**src/design/tabump_pkg.sv**
```systemverilog
// ----------------------------------------------------------------------------
// tabump_pkg
// Shared types and constants of the tensor arena bump allocator.
// ----------------------------------------------------------------------------
package tabump_pkg;

  // Arena layout constants
  localparam int unsigned DESCRIPTOR_BYTES = 48;
  localparam int unsigned ALIGN_LOG2       = 4;
  localparam int unsigned ALIGN_BYTES      = 1 << ALIGN_LOG2;
  localparam int unsigned DESC_ALIGNED     =
    ((DESCRIPTOR_BYTES + ALIGN_BYTES - 1) / ALIGN_BYTES) * ALIGN_BYTES;
  localparam int unsigned MAX_DIMS         = 4;

  localparam int unsigned WORD_W = 32;
  localparam int unsigned OFF_W  = 34;   // aligned offsets
  localparam int unsigned END_W  = 35;   // offset plus descriptor plus size

  typedef enum logic [1:0] {
    MODE_SETUP   = 2'd0,
    MODE_TENSOR  = 2'd1,
    MODE_SCRATCH = 2'd2,
    MODE_RESET   = 2'd3
  } mode_t;

  typedef enum logic [1:0] {
    STAT_OK        = 2'd0,
    STAT_NOT_READY = 2'd1,
    STAT_BAD_ARG   = 2'd2,
    STAT_NO_SPACE  = 2'd3
  } status_t;

  typedef enum logic [1:0] {
    CFG_REGION_BASE   = 2'd0,
    CFG_REGION_TOTAL  = 2'd1,
    CFG_SCRATCH_BYTES = 2'd2
  } cfg_idx_t;

  typedef enum logic [2:0] {
    ST_IDLE,
    ST_MUL,
    ST_PLACE,
    ST_EXEC,
    ST_STAT,
    ST_OUT
  } state_t;

  // Control into the shared size multiplier
  typedef struct packed {
    logic              start;
    logic              step;
    logic [WORD_W-1:0] operand;
  } size_ctl_t;

  // Running size product
  typedef struct packed {
    logic              over;
    logic [WORD_W-1:0] value;
  } size_res_t;

  function automatic logic [2:0] elem_bytes(input logic [2:0] etype);
    logic [2:0] eb;
    unique case (etype)
      3'd2, 3'd3: eb = 3'd2;
      3'd4:       eb = 3'd4;
      default:    eb = 3'd1;
    endcase
    return eb;
  endfunction

endpackage

```
**src/design/tabump_size_unit.sv**
```systemverilog
// ----------------------------------------------------------------------------
// tabump_size_unit
// Shared 32x32 multiplier that accumulates the tensor size one factor a cycle.
// ----------------------------------------------------------------------------
module tabump_size_unit (
  input  logic                  clk,
  input  logic                  rst_n,
  input  tabump_pkg::size_ctl_t ctl,
  output tabump_pkg::size_res_t res
);
  import tabump_pkg::*;

  logic [WORD_W-1:0]   prod_r, prod_nxt;
  logic                zero_r, zero_nxt;
  logic                ovf_r, ovf_nxt;
  logic [2*WORD_W-1:0] mul;

  assign mul = prod_r * ctl.operand;

  always_comb begin
    prod_nxt = prod_r;
    zero_nxt = zero_r;
    ovf_nxt  = ovf_r;
    if (ctl.start) begin
      prod_nxt = WORD_W'(1);
      zero_nxt = 1'b0;
      ovf_nxt  = 1'b0;
    end else if (ctl.step) begin
      prod_nxt = mul[WORD_W-1:0];
      // a zero extent wins over any overflow
      zero_nxt = zero_r | (ctl.operand == '0);
      ovf_nxt  = ovf_r | (mul[2*WORD_W-1:WORD_W] != '0);
    end
  end

  always_ff @(posedge clk) begin
    if (!rst_n) begin
      zero_r <= 1'b0;
      ovf_r  <= 1'b0;
    end else begin
      zero_r <= zero_nxt;
      ovf_r  <= ovf_nxt;
    end
    prod_r <= prod_nxt;
  end

  assign res.over  = ovf_r & ~zero_r;
  assign res.value = zero_r ? '0 : prod_r;

endmodule

```
**src/design/tensor_arena_bump_allocator_core.sv**
```systemverilog
// ----------------------------------------------------------------------------
// tensor_arena_bump_allocator_core
// Bump allocator over one arena: persistent, ephemeral and scratch regions.
// ----------------------------------------------------------------------------
// Usage:
//   Input channel (in_*): one request per transaction; in_mode selects set-up,
//   tensor allocate, scratch acquire or ephemeral reset.
//   Output channel (out_*): exactly one result transaction per request, with
//   status, addresses and the running statistics.
//   Config port (cfg_*): cfg_we writes cfg_wdata to register cfg_index
//   (0 region_base, 1 region_total, 2 scratch_bytes) with no wait state.
//   Registers are sampled only by a set-up request.
// Sequencing:
//   One request at a time. A request passes ST_PLACE, ST_EXEC, ST_STAT and
//   ST_OUT; a tensor request with a valid dimension count on a set-up allocator
//   first runs ST_MUL, one step per dimension plus one for the element size.
//   in_ready returns with the result. The tensor size is built one factor per
//   cycle on a single shared 32x32 multiplier.
// Reset: synchronous rst_n clears the allocator (not set up), the result
//   register and the statistics.
// Stall: a finished result waits in the output register while the next
//   request is already being worked on; that request then waits in its last
//   step until the register frees. in_ready is high only when idle.
// ----------------------------------------------------------------------------
module tensor_arena_bump_allocator_core (
  input  logic        clk,
  input  logic        rst_n,

  input  logic        cfg_we,
  input  logic [1:0]  cfg_index,
  input  logic [31:0] cfg_wdata,

  input  logic        in_valid,
  output logic        in_ready,
  input  logic [1:0]  in_mode,
  input  logic [2:0]  in_dim_count,
  input  logic [31:0] in_dim0,
  input  logic [31:0] in_dim1,
  input  logic [31:0] in_dim2,
  input  logic [31:0] in_dim3,
  input  logic [2:0]  in_element_type,
  input  logic        in_persistent_flag,
  input  logic [31:0] in_request_bytes,

  output logic        out_valid,
  input  logic        out_ready,
  output logic [1:0]  out_status,
  output logic [31:0] out_block_address,
  output logic [31:0] out_data_address,
  output logic [31:0] out_data_bytes,
  output logic [31:0] out_used_bytes,
  output logic [31:0] out_peak_bytes,
  output logic [31:0] out_scratch_fill,
  output logic [31:0] out_allocations,
  output logic [31:0] out_resets
);
  import tabump_pkg::*;

  localparam logic [2:0]       MAX_DIMS_C = 3'(MAX_DIMS);
  localparam logic [END_W-1:0] DESC_OFF   = END_W'(DESC_ALIGNED);
  localparam logic [OFF_W-1:0] ALIGN_ADD  = OFF_W'(ALIGN_BYTES - 1);
  localparam logic [OFF_W-1:0] ALIGN_MASK = ~OFF_W'(ALIGN_BYTES - 1);

  // Config registers
  logic [WORD_W-1:0] cfg_base_r, cfg_total_r, cfg_scratch_r;

  // Latched request
  mode_t             mode_r;
  logic [2:0]        ndim_r;
  logic [WORD_W-1:0] dim_r [MAX_DIMS];
  logic [2:0]        etype_r;
  logic              pers_r;
  logic [WORD_W-1:0] req_r;

  // Allocator state
  logic              ready_r;
  logic [WORD_W-1:0] base_l_r, scratch_base_r, scratch_size_r;
  logic [WORD_W-1:0] tspace_r, ptop_r, elen_r, peak_r, used_r;
  logic [WORD_W-1:0] stop_r, alloc_r, resets_r;

  // Work registers
  logic [2:0]        mul_idx_r;
  logic [OFF_W-1:0]  aoff_r;
  status_t           res_status_r;
  logic [WORD_W-1:0] res_blk_r, res_dat_r, res_bytes_r;

  // Output register
  logic              out_valid_r;
  logic [1:0]        out_status_r;
  logic [WORD_W-1:0] out_blk_r, out_dat_r, out_bytes_r, out_used_r, out_peak_r;
  logic [WORD_W-1:0] out_fill_r, out_alloc_r, out_resets_r;

  state_t    state_r, state_nxt;
  size_ctl_t size_ctl;
  size_res_t size_res;

  logic in_fire, tensor_ok, mul_last, out_free, out_load;

  assign in_fire   = in_valid & in_ready;
  assign tensor_ok = ready_r && (mode_t'(in_mode) == MODE_TENSOR) &&
                     (in_dim_count != 3'd0) && (in_dim_count <= MAX_DIMS_C);
  assign mul_last  = (mul_idx_r == ndim_r);
  assign out_free  = ~out_valid_r | out_ready;

  tabump_size_unit u_size (
    .clk   (clk),
    .rst_n (rst_n),
    .ctl   (size_ctl),
    .res   (size_res)
  );

  // --------------------------------------------------------------------------
  // Sequencer: next state
  // --------------------------------------------------------------------------
  always_comb begin
    state_nxt = state_r;
    unique case (state_r)
      ST_IDLE:  if (in_valid) state_nxt = tensor_ok ? ST_MUL : ST_PLACE;
      ST_MUL:   if (mul_last) state_nxt = ST_PLACE;
      ST_PLACE: state_nxt = ST_EXEC;
      ST_EXEC:  state_nxt = ST_STAT;
      ST_STAT:  state_nxt = ST_OUT;
      ST_OUT:   if (out_free) state_nxt = ST_IDLE;
      default:  state_nxt = ST_IDLE;
    endcase
  end

  // --------------------------------------------------------------------------
  // Sequencer: outputs
  // --------------------------------------------------------------------------
  always_comb begin
    in_ready         = (state_r == ST_IDLE);
    out_load         = (state_r == ST_OUT) & out_free;
    size_ctl.start   = in_fire & tensor_ok;
    size_ctl.step    = (state_r == ST_MUL);
    // dimensions first, element size as the last factor
    size_ctl.operand = mul_last ? WORD_W'(elem_bytes(etype_r)) : dim_r[mul_idx_r[1:0]];
  end

  always_ff @(posedge clk) begin
    if (!rst_n) state_r <= ST_IDLE;
    else        state_r <= state_nxt;
  end

  // --------------------------------------------------------------------------
  // Config registers
  // --------------------------------------------------------------------------
  always_ff @(posedge clk) begin
    if (!rst_n) begin
      cfg_base_r    <= '0;
      cfg_total_r   <= '0;
      cfg_scratch_r <= '0;
    end else if (cfg_we) begin
      unique case (cfg_idx_t'(cfg_index))
        CFG_REGION_BASE:   cfg_base_r    <= cfg_wdata;
        CFG_REGION_TOTAL:  cfg_total_r   <= cfg_wdata;
        CFG_SCRATCH_BYTES: cfg_scratch_r <= cfg_wdata;
        default: ;
      endcase
    end
  end

  // --------------------------------------------------------------------------
  // Request capture and factor counter
  // --------------------------------------------------------------------------
  always_ff @(posedge clk) begin
    if (in_fire) begin
      mode_r   <= mode_t'(in_mode);
      ndim_r   <= in_dim_count;
      dim_r[0] <= in_dim0;
      dim_r[1] <= in_dim1;
      dim_r[2] <= in_dim2;
      dim_r[3] <= in_dim3;
      etype_r  <= in_element_type;
      pers_r   <= in_persistent_flag;
      req_r    <= in_request_bytes;
    end
    if (in_fire)                mul_idx_r <= '0;
    else if (state_r == ST_MUL) mul_idx_r <= mul_idx_r + 3'd1;
  end

  // --------------------------------------------------------------------------
  // Placement: aligned start offset of the region or scratch pool top
  // --------------------------------------------------------------------------
  logic [WORD_W:0] place_off;

  always_comb begin
    if (mode_r == MODE_SCRATCH) place_off = {1'b0, stop_r};
    else if (pers_r)            place_off = {1'b0, ptop_r};
    else                        place_off = {1'b0, ptop_r} + {1'b0, elen_r};
  end

  always_ff @(posedge clk) begin
    if (state_r == ST_PLACE) begin
      aoff_r <= (OFF_W'(place_off) + ALIGN_ADD) & ALIGN_MASK;
    end
  end

  // --------------------------------------------------------------------------
  // Execute: decision, state update and result
  // --------------------------------------------------------------------------
  logic [END_W-1:0]  t_end, s_end;
  logic              setup_bad, ndim_bad, tensor_fits, scratch_fits;
  logic [WORD_W:0]   used_sum;
  status_t           res_status_nxt;
  logic [WORD_W-1:0] res_blk_nxt, res_dat_nxt, res_bytes_nxt;

  assign t_end        = END_W'(aoff_r) + DESC_OFF + END_W'(size_res.value);
  assign s_end        = END_W'(aoff_r) + END_W'(req_r);
  assign setup_bad    = (cfg_base_r == '0) || (cfg_total_r == '0) ||
                        (cfg_total_r <= cfg_scratch_r);
  assign ndim_bad     = (ndim_r == 3'd0) || (ndim_r > MAX_DIMS_C);
  assign tensor_fits  = !size_res.over && (t_end <= END_W'(tspace_r));
  assign scratch_fits = (s_end <= END_W'(scratch_size_r));
  assign used_sum     = {1'b0, ptop_r} + {1'b0, elen_r};

  // result of the request in flight; status OK means the state advances
  always_comb begin
    res_status_nxt = STAT_OK;
    res_blk_nxt    = '0;
    res_dat_nxt    = '0;
    res_bytes_nxt  = '0;
    priority if (mode_r == MODE_SETUP) begin
      if (setup_bad) res_status_nxt = STAT_BAD_ARG;
    end else if (!ready_r) begin
      res_status_nxt = STAT_NOT_READY;
    end else if (mode_r == MODE_TENSOR) begin
      if (ndim_bad) begin
        res_status_nxt = STAT_BAD_ARG;
      end else if (!tensor_fits) begin
        res_status_nxt = STAT_NO_SPACE;
      end else begin
        res_blk_nxt   = base_l_r + aoff_r[WORD_W-1:0];
        res_dat_nxt   = res_blk_nxt + WORD_W'(DESC_ALIGNED);
        res_bytes_nxt = size_res.value;
      end
    end else if (mode_r == MODE_SCRATCH) begin
      if (req_r == '0) begin
        res_status_nxt = STAT_BAD_ARG;
      end else if (!scratch_fits) begin
        res_status_nxt = STAT_NO_SPACE;
      end else begin
        res_blk_nxt   = scratch_base_r + aoff_r[WORD_W-1:0];
        res_dat_nxt   = res_blk_nxt;
        res_bytes_nxt = req_r;
      end
    end else begin
      // ephemeral reset hands out no block
      res_status_nxt = STAT_OK;
    end
  end

  always_ff @(posedge clk) begin
    if (!rst_n) begin
      ready_r        <= 1'b0;
      base_l_r       <= '0;
      scratch_base_r <= '0;
      scratch_size_r <= '0;
      tspace_r       <= '0;
      ptop_r         <= '0;
      elen_r         <= '0;
      peak_r         <= '0;
      used_r         <= '0;
      stop_r         <= '0;
      alloc_r        <= '0;
      resets_r       <= '0;
    end else if (state_r == ST_EXEC) begin
      res_status_r <= res_status_nxt;
      res_blk_r    <= res_blk_nxt;
      res_dat_r    <= res_dat_nxt;
      res_bytes_r  <= res_bytes_nxt;
      if (res_status_nxt == STAT_OK) begin
        unique case (mode_r)
          MODE_SETUP: begin
            ready_r        <= 1'b1;
            base_l_r       <= cfg_base_r;
            scratch_size_r <= cfg_scratch_r;
            tspace_r       <= cfg_total_r - cfg_scratch_r;
            scratch_base_r <= cfg_base_r + (cfg_total_r - cfg_scratch_r);
            ptop_r         <= '0;
            elen_r         <= '0;
            peak_r         <= '0;
            used_r         <= '0;
            stop_r         <= '0;
            alloc_r        <= '0;
            resets_r       <= '0;
          end
          MODE_TENSOR: begin
            if (pers_r) ptop_r <= t_end[WORD_W-1:0];
            else        elen_r <= t_end[WORD_W-1:0] - ptop_r;
            alloc_r <= alloc_r + 32'd1;
          end
          MODE_SCRATCH: begin
            stop_r  <= s_end[WORD_W-1:0];
            alloc_r <= alloc_r + 32'd1;
          end
          MODE_RESET: begin
            // ephemeral reset also empties the scratch pool
            elen_r   <= '0;
            stop_r   <= '0;
            resets_r <= resets_r + 32'd1;
          end
        endcase
      end
    end else if (state_r == ST_STAT) begin
      // saturating used sum; peak tracks its maximum
      if (used_sum[WORD_W]) begin
        used_r <= '1;
        peak_r <= '1;
      end else begin
        used_r <= used_sum[WORD_W-1:0];
        if (used_sum[WORD_W-1:0] > peak_r) peak_r <= used_sum[WORD_W-1:0];
      end
    end
  end

  // --------------------------------------------------------------------------
  // Output register
  // --------------------------------------------------------------------------
  always_ff @(posedge clk) begin
    if (!rst_n) begin
      out_valid_r <= 1'b0;
    end else if (out_load) begin
      out_valid_r <= 1'b1;
    end else if (out_ready) begin
      out_valid_r <= 1'b0;
    end
    if (out_load) begin
      out_status_r <= res_status_r;
      out_blk_r    <= res_blk_r;
      out_dat_r    <= res_dat_r;
      out_bytes_r  <= res_bytes_r;
      out_used_r   <= used_r;
      out_peak_r   <= peak_r;
      out_fill_r   <= stop_r;
      out_alloc_r  <= alloc_r;
      out_resets_r <= resets_r;
    end
  end

  assign out_valid         = out_valid_r;
  assign out_status        = out_status_r;
  assign out_block_address = out_blk_r;
  assign out_data_address  = out_dat_r;
  assign out_data_bytes    = out_bytes_r;
  assign out_used_bytes    = out_used_r;
  assign out_peak_bytes    = out_peak_r;
  assign out_scratch_fill  = out_fill_r;
  assign out_allocations   = out_alloc_r;
  assign out_resets        = out_resets_r;

  // --------------------------------------------------------------------------
  // Assertions
  // --------------------------------------------------------------------------
  a_one_at_a_time: assert property (@(posedge clk) disable iff (!rst_n)
    in_fire |=> !in_ready)
    else $error("request accepted while another is in flight");

  a_peak_covers_used: assert property (@(posedge clk) disable iff (!rst_n)
    peak_r >= used_r)
    else $error("peak below current use");

  a_ptop_in_space: assert property (@(posedge clk) disable iff (!rst_n)
    ptop_r <= tspace_r)
    else $error("persistent top beyond tensor space");

  a_scratch_in_pool: assert property (@(posedge clk) disable iff (!rst_n)
    stop_r <= scratch_size_r)
    else $error("scratch fill beyond pool size");

  a_result_from_seq: assert property (@(posedge clk) disable iff (!rst_n)
    $rose(out_valid_r) |-> $past(state_r == ST_OUT))
    else $error("result shown without a finished request");

endmodule

```
**config.mk**
```make
export PLATFORM = sky130hd
export DESIGN_NAME = tensor_arena_bump_allocator_core
export DESIGN_NICKNAME = d
export VERILOG_FILES = /design/src/design/tabump_pkg.sv /design/src/design/tabump_size_unit.sv /design/src/design/tensor_arena_bump_allocator_core.sv
export SDC_FILE = /design/constraint.sdc
export NUM_CORES = 2
export LEC_CHECK = 0
export BUFFER_PORTS_ARGS = -buffer_cell sky130_fd_sc_hd__buf_2
export CAP_MARGIN = 10
export CORE_ASPECT_RATIO = 1.1
export CORE_UTILIZATION = 50
export CTS_BUF_LIST = sky130_fd_sc_hd__clkbuf_2
export CTS_CLUSTER_DIAMETER = 40
export DETAILED_ROUTE_END_ITERATION = 7
export HOLD_SLACK_MARGIN = 0.02
export PLACE_DENSITY = 0.7
export SLEW_MARGIN = 20
export SYNTH_ARGS = -nofsm -noshare
export SYNTH_HDL_FRONTEND = slang
export SYNTH_SLANG_ARGS = --single-unit
```
**constraint.sdc**
```tcl
create_clock -name clk -period 17.97 [get_ports clk]
set_input_delay 0.8985 -clock clk [delete_from_list [all_inputs] [get_ports clk]]
set_output_delay 0.8985 -clock clk [all_outputs]
set_load 0.05 [all_outputs]
```
==> summary.txt <==
Timing
  – Slew @ Worst Pin: 1.27 ns
  – Finish-stage setup viols: 0
  – Tmin final: ~11 ns
  – Relative slew slack: 15.1%
  – Setup Skew: about 0.28 ns
  – Final worst path period share: 60.0%
  – RSZ-0062 raised after global routing: no
  – Fin. max-slew vios: 0
  – Setup TNS: 0 ns
  – Max Freq: between 0.09 and 0.1 GHz
  – Final hold violation count: 0

Critical path
  – R2r worst-path depth: 31
  – Worst EP arrival: ~12 ns
  – CP Capture Type: register
  – CP Max Fanout: 34
  – CP required: a little under 20 ns
  – CP dominant cell by count: fa_1
  – CP startpoint kind: register
  – CP max stage delay: 0.86 ns
  – Slowest cell on crit path: mux2_2
  – CP Class: reg2reg

Placed design
  – Detailed placement HPWL: 204000 um
  – IO Port Bufs: around 470
  – Final GP Congestion: a little under 1
  – Placed cell count: about 11000
  – Post-DP Area: ~90000 um^2

Routing
  – Vias/cell: roughly 5.8
  – Routed Antenna Nets: 0
  – Drt drc: 80
  – DR iter-0 viols: between 5000 and 6000
  – DRT Pass-1 Iters: 8
  – Wirelength per Cell: about 24 um
  – Total Wirelength: between 200000 and 300000 um
  – Vias: ~70000

Min path
  – Hold Crit Depth: 3
  – Min-delay worst type: in2reg

Finish
  – Area grow syn2layout: 13.5%
  – Post-route design area: just under 100000 um^2
  – Layout cells sized above 1: between 10% and 20%
  – Largest register FFs: ~130
  – Largest Register: dim_r
  – Multi-input gate area: 54400 um^2
  – Filler Cells Inserted: around 15000
  – Register Area: between 20000 and 30000 um^2
  – Post-Layout Cell Count: about 12000
  – Nets: around 11000

Yosys
  – Mapped Cells: 8759
  – Syn_nets: around 11000
  – Most frequent cell after synthesis: nand2_1
  – Synth Warn #: 0
  – Post-synth top area cell: fa_1
  – Area share of the largest cell type after synthesis: 21.1%
  – Post-synth EDFFs: 547
  – Mean Syn Cell Area: just under 10 um^2
  – Seq/Total Area, Yosys: between 30% and 40%
  – Post-Synthesis Cell Area: 85700 um^2
  – Synth top area cells: fa_1 21%, edfxtp_1 19%, dfxtp_1 11%
  – Async SR Flop Fraction: 0%
  – Distinct cells, synth: 94
  – Ys flop type: edfxtp_1
  – Top post-synthesis cells by count: 1262 x nand2_1, 950 x inv_1, 904 x fa_1
  – Seq cells post-synth: between 1000 and 1500

Floorplanning
  – Core area: approximately 170000 um^2
  – Height of the die: ~440 um
  – DIE AREA: 173000 um^2
  – Cell row count: roughly 160
  – Effective utilization at floorplan: 50.6%
  – Die Wd: slightly below 400 um
  – # IOs: 468

Global routing
  – Vias in the first global route: 71700
  – Largest net degree at the start of global routing: 210
  – Gr usage total: 32.9%
  – Antenna violations before repair: 18
  – Gr ovfl total: 0
  – First-pass GRT wire length: around 430000 um

CTS
  – Clk Tree Root Cell: clkbuf_2
  – TritonCTS clock tree: done
  – Post-CTS Setup Bufs: 0
  – H-tree depth: 5
  – Clk pin slew, worst setup/hold paths: between 0.1 and 0.15 ns
  – Clk buf depth: 4
  – CTS sink cnt: a little over 1000
  – Cts bufs inserted: between 200 and 300
  – Clk Latency, worst-skew pair: about 1.9 ns

Status
  – Failing checks: DRC
  – Status: complete, but fails checks

Flow run
  – Max_cap viols: 0
==> cells in the final DEF, fill, tap and decap left out, types with 70 or more instances in the layout <==
master            n
a21boi_0        271
a21o_1          121
a21oi_1         340
a22o_1           70
and2_1          611
buf_2           466
buf_4           108
clkbuf_2        411
dfxtp_1         486
dlygate4sd3_1   432
edfxtp_1        547
fa_1            904
ha_1            632
inv_1           950
nand2_1        1261
nand3_1         218
nor2_1          295
nor3_1           72
o21ai_0         262
xnor2_1         217
xor2_1          144
==> final cells by class <==
type / count / area share (%)
multi-input cells: 6330 / 55.9
flip-flops and latches: 1039 / 27.0
repair buffers: 1008 / 7.72
inverters: 951 / 3.67
well taps: 2240 / 2.88
clock buffers: 411 / 2.12
clock inverters: 89 / 0.604
diodes: 18 / 0.0463
==> routing by layer <==
layer	track usage, %	up-vias	share of wire (%)
met5	0	-	0.019
met1	40.5	34100	38
met2	52.2	3685	45
met3	7.29	1014	9.2
li1	-	31100	-
met4	20.6	10	7.1
==> critical path: cells and delay by family, from the launching register on <==
kind | cells | cell delay [ns]
AND/OR/NAND/NOR | 7 | 1.47
AO/OA/AOI/OAI | 8 | 2.28
adder cells (fa/ha/maj) | 9 | 4.39
flip-flops | 1 | 0.44
multiplexers | 1 | 0.86
XOR/XNOR | 2 | 0.30
buffers and inverters | 4 | 0.81
==> timing repair <==
item	4_1_cts	5_1_grt
endpoints found under the hold margin	589	0
hold buffers	432	0
gates resized for setup	0	0
==> kinds of logic (layout without fill, tap and decap cells) <==
logic type / Yosys count / after routing / synth area share (%)
AND/OR/NAND/NOR: 2901 / 2901 / 16.4
buffers and inverters: 1390 / 2459 / 6.15
adder cells (fa/ha/maj): 1537 / 1537 / 30.4
multiplexers: 57 / 57 / 1.14
AO/OA/AOI/OAI: 1474 / 1474 / 11.5
XOR/XNOR: 361 / 361 / 3.69
flip-flops: 1039 / 1039 / 30.7
other: 0 / 18 / 0
==> through the flow <==
step           util [%]  hold slack (ns)  worst slack (ns)
2_1_floorplan         -            0.400              5.65
3_3_place_gp       53.2            0.400              7.37
3_5_place_dp       53.2            0.405              7.29
4_1_cts            57.3           0.0813              7.20
5_1_grt            57.4            0.155              6.67
6_report           57.4            0.287              7.18
==> final timing paths <==
check / from / end / slack [ns]
hold / removal: in_request_bytes[9] / req_r[9] / 0.29
hold reg to reg: mul_idx_r[1] / register / 0.36
setup / recovery: ndim_r[1] / u_size.ovf_r / 7.18
setup reg to reg: ndim_r[1] / u_size.ovf_r / 7.18
Power is left out: the tool's default activity adds up to more than one toggle a clock period on the data nets, which glitch-free logic cannot reach.
